$ cat config.mk
export PLATFORM = sky130hd
export DESIGN_NAME = viaf_merge
export DESIGN_NICKNAME = d
export VERILOG_FILES = /design/src/rtl/core/viaf_pkg.sv /design/src/rtl/core/viaf_merge.sv
export SDC_FILE = /design/constraint.sdc
export NUM_CORES = 1
export LEC_CHECK = 0
export BUFFER_PORTS_ARGS = -buffer_cell sky130_fd_sc_hd__clkbuf_2
export CAP_MARGIN = 5
export CORE_AREA = 10 10 195 197
export DETAILED_ROUTE_END_ITERATION = 8
export DIE_AREA = 0 0 205 207
export MAX_ROUTING_LAYER = met4
export PLACE_DENSITY = 0.36
export SETUP_SLACK_MARGIN = 0.05
export SLEW_MARGIN = 20
export SYNTH_ARGS = -nofsm -noshare
export SYNTH_HDL_FRONTEND = slang
export SYNTH_SLANG_ARGS = --single-unit
$ cat constraint.sdc
create_clock -name vclk -period 2
set_input_delay 0.4 -clock vclk [all_inputs]
set_output_delay 0.4 -clock vclk [all_outputs]
set_load 0.01 [all_outputs]
$ cat src/rtl/core/viaf_pkg.sv
`default_nettype none
package viaf_pkg;

    localparam int LANES = 4;
    localparam int DW = 64;
    localparam int DIV_STAGES = 64;

    typedef enum logic [3:0] {
        OP_ADD = 4'd0, OP_AND = 4'd1, OP_OR = 4'd2, OP_XOR = 4'd3,
        OP_DIV = 4'd4, OP_LAND = 4'd5, OP_LOR = 4'd6, OP_MOD = 4'd7,
        OP_MUL = 4'd8, OP_SHL = 4'd9, OP_SHR = 4'd10, OP_SUB = 4'd11
    } op_t;

    typedef enum logic [1:0] {
        T_I32 = 2'd0, T_U32 = 2'd1, T_I64 = 2'd2, T_BOOL = 2'd3
    } etype_t;

    typedef enum logic [1:0] {
        F_VV = 2'd0, F_VS = 2'd1, F_SV = 2'd2, F_SS = 2'd3
    } form_t;

    typedef enum logic [2:0] {
        ST_OK = 3'd0, ST_DIVZ = 3'd1, ST_MODZ = 3'd2,
        ST_NEGSH = 3'd3, ST_BIGSH = 3'd4, ST_UNSUP = 3'd5
    } status_t;

    // control carried alongside each lane through the pipeline
    typedef struct packed {
        logic [3:0] op;
        logic [1:0] etype;
        logic       sg;
        logic       used;
        logic       neg_q;
        logic       neg_r;
    } lane_ctl_t;

    // lane outcome handed to the merge stage
    typedef struct packed {
        logic [2:0]    status;
        logic [DW-1:0] res;
    } lane_out_t;

    function automatic logic [DW-1:0] norm_val(input logic [1:0] t, input logic [DW-1:0] v);
        logic [DW-1:0] r;
        case (t)
            T_I32:   r = {{32{v[31]}}, v[31:0]};
            T_U32:   r = {32'd0, v[31:0]};
            T_I64:   r = v;
            default: r = {63'd0, (v != '0)};
        endcase
        return r;
    endfunction

endpackage
`default_nettype wire

$ cat src/rtl/core/viaf_merge.sv
`default_nettype none
// Merge: an unsupported request, or else the lowest-numbered failing lane, sets status and zeroes every result.
module viaf_merge (
    input  wire logic                        unsup,
    input  wire viaf_pkg::lane_out_t         lane [viaf_pkg::LANES],
    output logic [2:0]                       status,
    output logic [viaf_pkg::DW-1:0]          res [viaf_pkg::LANES]
);
    always_comb begin
        status = unsup ? viaf_pkg::ST_UNSUP : viaf_pkg::ST_OK;
        for (int i = viaf_pkg::LANES - 1; i >= 0; i--) begin
            if (!unsup && lane[i].status != viaf_pkg::ST_OK) status = lane[i].status;
        end
        for (int i = 0; i < viaf_pkg::LANES; i++) begin
            res[i] = (status == viaf_pkg::ST_OK) ? lane[i].res : '0;
        end
    end
endmodule
`default_nettype wire
==> run_results.csv, run 1 <==
group,metric,value,unit
grt,grt_pass1_vias,7828,
power,swShare,0.522,
detailed_routing,first_pass_iters,5,
floorplanning,ios,528,
status,status,"complete, but fails checks",
flow_run,maxCapViolCount,0,
setup_path,crit_type,"in2out",
place,port_buffers,528,
timing,slew_headroom,0.773,
place,routabilityCongestion,0.828,
setup_path,cp.arrival,1910,ps
setup_path,endpoint_kind,"output port",
power,switchingPower,686,uW
place,hpwl,27.5,mm
timing,fin_crit,2310,ps
timing,slew_violations,0,
worst_hold_path,hold_path_depth,4,
power,power.total,1310,uW
detailed_routing,vias_per_cell,4.71,
grt,grt_pass1_wl,47.8,mm
synth,synth_cells,677,
setup_path,critPathLaunchType,"input port",
timing,setup_violations,257,
synth,yosysSeqAreaShare,0,
detailed_routing,wire_per_inst,20.3,um
setup_path,slowest_stage,"nor4_1",
final_layout,post_route_cells_drive_above_1_share,0.700,
floorplanning,start_util,0.112,
power,clock_power_share,0,
final_layout,seq_cell_count,0,
power,power_frac_seq,0,
detailed_routing,ant_nets,0,
status,violations,"negative setup slack",
setup_path,crit_top_cell,"clkbuf_2",
final_layout,area_growth,150,%
synth,synth_nets,946,
timing,rsz0062_at_grt,"yes",
power,intPower,629,uW
grt,grt_use_total,0.143,
floorplanning,std_cell_rows,68,
detailed_routing,routed-via-count,8084,
detailed_routing,drc,0,
timing,tightest_slew,337,ps
grt,antenna_found_initial,1,
power,irDropWorstVdd,61.6,uV
worst_hold_path,hold_class,"in2out",
timing,worst_slack,-314,ps
synth,netlist_area,3830,um^2
floorplanning,core_area,34100,um^2
timing,final.period_utilization,1.16,
place,dpl_cell_area,8280,um^2
detailed_routing,initialDrtViolationCount,374,
grt,grt_max_degree,45,
final_layout,regArea,0,um^2
timing,fmax,432,MHz
synth,yosys_warnings,0,
floorplanning,die_y,207,um
power,leakagePower,0.00437,uW
detailed_routing,wl,34.9,mm
floorplanning,die_w,205,um
power,power_density,137,nW/um^2
final_layout,fin_nets,1532,
synth,syn_area_per_cell,5.66,um^2
synth,synth_cell_types,22,
setup_path,path_max_fanout,27,
final_layout,nClkBuffers,0,
timing,final-hold-violation-count,0,
final_layout,postLayoutCellArea,9580,um^2
grt,overflow,0,
setup_path,critical_path_required,1600,ps
setup_path,path_cells,"clkbuf_2 -> or2_1 -> o211a_4 -> buf_12 -> buf_16 -> nor4_1 -> clkbuf_2",
floorplanning,dieArea,42400,um^2
worst_hold_path,hold_end,"res[252]",
setup_path,max_stage_delay,290,ps
worst_hold_path,hp-start,"lane[261]",
power,p_comb_frac,1.000,
metal layers:
metal | vias to the layer above | track usage | share of wire
met5 | - | - | 0
met4 | 0 | 0.00859 | 0.0094
met3 | 19 | 0.0395 | 0.092
met2 | 374 | 0.254 | 0.50
met1 | 3813 | 0.162 | 0.39
li1 | 3878 | - | -
power groups by stage:
stage          registers, uW  clock network, uW  logic [uW]
3_3_place_gp               0                  0        1140
3_5_place_dp               0                  0        1140
5_1_grt                    0          0.0000676        1420
6_report                   0          0.0000680        1310
4_1_cts                    0                  0        1200
2_1_floorplan              0                  0         453
area by class of cell:
| class | count | area, um^2 |
|---|---|---|
| timing repair buffer | 725 | 4870 |
| tap | 455 | 569 |
| inverter | 1 | 3.75 |
| fill | 3851 | 24500 |
| antenna | 1 | 2.50 |
| multi-input combinational | 535 | 4130 |
synthesized netlist by cell type (all sizes together):
cell type / number / area, um^2
nand2: 1 / 3.75
o21bai: 1 / 7.51
o21ai: 2 / 10.0
a211oi: 2 / 15.0
nor4: 257 / 1730
nor3: 1 / 10.0
nor2: 5 / 18.8
buf: 115 / 571
or2: 2 / 12.5
or3b: 1 / 8.76
clkbuf: 26 / 97.6
inv: 1 / 3.75
o21ba: 1 / 10.0
o211a: 2 / 20.0
nor3b: 1 / 7.51
nand3: 256 / 1280
a21oi: 3 / 18.8
critical path, delay by kind of cell:
kind                   cells  cell delay, ps
AO/OA/AOI/OAI              1             280
buffers and inverters      4             660
AND/OR/NAND/NOR            2             530
worst max-delay path by stage:
stage,to,from,depth (start not counted)
6_report,res[44],lane[131],7
5_1_grt,res[44],lane[131],7
4_1_cts,res[82],lane[131],7
3_5_place_dp,res[240],lane[265],8
3_3_place_gp,res[240],lane[265],8
2_1_floorplan,res[33],lane[65],6
repair_timing:
item,4_1_cts,5_1_grt
gates resized for setup,53,192
gates cloned,1,8
hold buffers,0,0
pin swaps,2,4
endpoints found under the hold margin,0,0
setup buffers,3,8
setup endpoints to repair,259,257
cells in the final DEF, fill, tap and decap left out:
cell / n
o21ai_0: 2
buf_2: 65
buf_6: 28
o21bai_4: 1
nand3_2: 1
clkbuf_2: 458
inv_1: 1
nor2_1: 5
buf_16: 4
diode_2: 1
o21ba_2: 1
nor4_2: 135
clkbuf_16: 8
a21oi_1: 2
clkbuf_8: 1
nand2_1: 1
buf_12: 28
a21oi_4: 1
a211oi_1: 2
or2_1: 1
nor4_1: 108
nand3_1: 255
nor4_4: 14
or3b_4: 1
nor3_4: 1
or2_2: 1
buf_8: 7
buf_4: 126
o211a_4: 2
nor3b_1: 1
cell families after synthesis:
kind of cell | Yosys count | share of synthesized area
AO/OA/AOI/OAI | 11 | 0.0212
AND/OR/NAND/NOR | 524 | 0.803
buffers and inverters | 142 | 0.175
through the flow:
stage / setup TNS, ps / cells / setup slack, ps / utilization / hold WS, ps
final: -58770 / 1717 / -314 / 0.281 / 1090
after global routing: -73790 / 1717 / -403 / 0.281 / 1110
after CTS: -57670 / 1701 / -291 / 0.253 / 1090
after detailed placement: -97440 / 1697 / -463 / 0.243 / 1090
after global placement: -94640 / 1697 / -452 / 0.243 / 1090
after floorplan: -622 / 677 / -6.84 / - / 906
Note: power is estimated with default switching activity, not from simulation.
==> run 2, diff against run 1 <==
SETUP_SLACK_MARGIN = 0.3   (was 0.05)
==> run 2 against run 1 <==
The flow still finishes with violations (negative setup slack). Final cell count decreased by 2.0%. Clock-buffer cell count unchanged. Critical path depth increased by 1. Largest cell class unchanged. Total power increased by 2.9%. Maximum frequency increased by 0.19%. Combinational power increased by 3%. Utilization decreased by 0.15 points. Sequential share of layout area unchanged. Hold slack got worse by 1.6 ps. Design area decreased by 0.55%. Non-clock buffer count decreased by 34.
==> run_results.csv, run 2 (same netlist as run 1, synthesis figures left out) <==
group,metric,value,unit
status,status,"complete, but fails checks",
status,violations,"negative setup slack",
grt,antenna_found_initial,1,
power,swShare,0.513,
power,p_comb_frac,1.000,
place,port_buffers,528,
setup_path,crit_type,"in2out",
timing,tightest_slew,489,ps
floorplanning,dieArea,42400,um^2
power,power.total,1350,uW
detailed_routing,initialDrtViolationCount,368,
flow_run,maxCapViolCount,0,
final_layout,layout_commonest_cell,"clkbuf_2",
final_layout,post_route_cells_drive_above_1_share,0.652,
setup_path,slowest_stage,"or3b_1",
final_layout,regArea,0,um^2
floorplanning,start_util,0.112,
setup_path,critical_path_required,1600,ps
floorplanning,die_w,205,um
floorplanning,ios,528,
power,clock_power_share,0,
final_layout,seq_cell_count,0,
timing,fin_crit,2310,ps
grt,grt_use_total,0.151,
final_layout,fin_util,0.279,
final_layout,nClkBuffers,0,
power,intPower,658,uW
power,switchingPower,695,uW
timing,rsz0062_at_grt,"yes",
grt,grt_pass1_vias,7956,
power,power_frac_seq,0,
timing,worst_slack,-309,ps
place,routabilityCongestion,0.870,
setup_path,path_cells,"buf_2 -> or3b_1 -> a21oi_4 -> buf_12 -> buf_12 -> bufbuf_16 -> nor4_1 -> clkbuf_2",
clock_tree,cts_hold_buffers,0,
detailed_routing,ant_nets,0,
final_layout,layout_common_cells,"clkbuf_2, nand3_1, nor4_1",
detailed_routing,vias_per_cell,4.78,
grt,overflow,0,
timing,fmax,433,MHz
detailed_routing,wl,35.0,mm
final_layout,final_cells,1683,
place,preCtsSetupSlack,-660,ps
place,dp_cells,1668,
floorplanning,die_y,207,um
final_layout,multiInputGateArea,4100,um^2
final_layout,fillers,3762,
detailed_routing,drc,0,
floorplanning,core_area,34100,um^2
grt,grt_max_degree,35,
timing,slew_headroom,0.672,
setup_path,critPathLaunchType,"input port",
power,irDropWorstVdd,61.1,uV
floorplanning,std_cell_rows,68,
power,power_density,142,nW/um^2
detailed_routing,first_pass_iters,5,
timing,final.period_utilization,1.15,
setup_path,path_max_fanout,14,
setup_path,cp.arrival,1910,ps
grt,grt_pass1_wl,50.2,mm
timing,slew_violations,0,
detailed_routing,routed-via-count,8040,
setup_path,max_stage_delay,410,ps
setup_path,endpoint_kind,"output port",
final_layout,fin_nets,1498,
detailed_routing,wire_per_inst,20.8,um
power,leakagePower,0.00416,uW
timing,timing.hold.ws,1090,ps
timing,setup_violations,257,
worst_hold_path,hold_class,"in2out",
final_layout,area_growth,149,%
setup_path,crit_top_cell,"buf_12",
timing,final-hold-violation-count,0,
place,hpwl,28.3,mm
-- run 2: cell count changes in the layout (fill, tap and decap cells not counted), moves of 8 or more --
cell	delta
buf_12	+12
nor4_1	+49
buf_4	-43
buf_2	-46
nor4_4	+31
nor4_2	-80
buf_6	-8
clkbuf_2	+48
-- run 2: final cells by class --
class,count,area share
Inverter,1,0.000394
Tap cell,455,0.0598
Multi-Input combinational cell,535,0.430
Antenna cell,1,0.000263
Timing Repair Buffer,691,0.510
-- run 2: layer usage --
metal / vias up / global-route usage / part of all wire
li1: 3824 / - / -
met1: 3794 / 0.179 / 0.40
met2: 390 / 0.260 / 0.50
met3: 32 / 0.0278 / 0.077
met4: 0 / 0.0298 / 0.018
met5: - / - / 0
-- run 2: worst paths after layout --
kind	cells past startpoint	endpoint	from
setup / recovery	8	res[114]	lane[267]
hold / removal	4	res[3]	lane[3]
-- run 2: critical path: cells and delay by family --
family,cells,cell delay [ps]
buffers and inverters,5,860
AOI/OAI and AO/OA,1,160
and+or+nand+nor,2,470
-- run 2: what timing repair did --
action	in CTS	in global routing
buffers inserted	4	0
cloned	5	5
resized for setup	45	70
pin swaps	7	12
setup endpoints to repair	259	259
-- run 2: power groups by stage --
stage          logic, uW  clock network [uW]  registers [uW]
2_1_floorplan        535                   0               0
3_3_place_gp        1240                   0               0
3_5_place_dp        1230                   0               0
4_1_cts             1330                   0               0
5_1_grt             1460           0.0000675               0
6_report            1350           0.0000674               0
-- run 2: stage by stage --
step           area [um^2]  TNS [ps]
3_3_place_gp          8660   -135870
4_1_cts               9090    -74100
5_1_grt               9530    -88180
6_report              9530    -63480
2_1_floorplan         4560         0
3_5_place_dp          8660   -149140
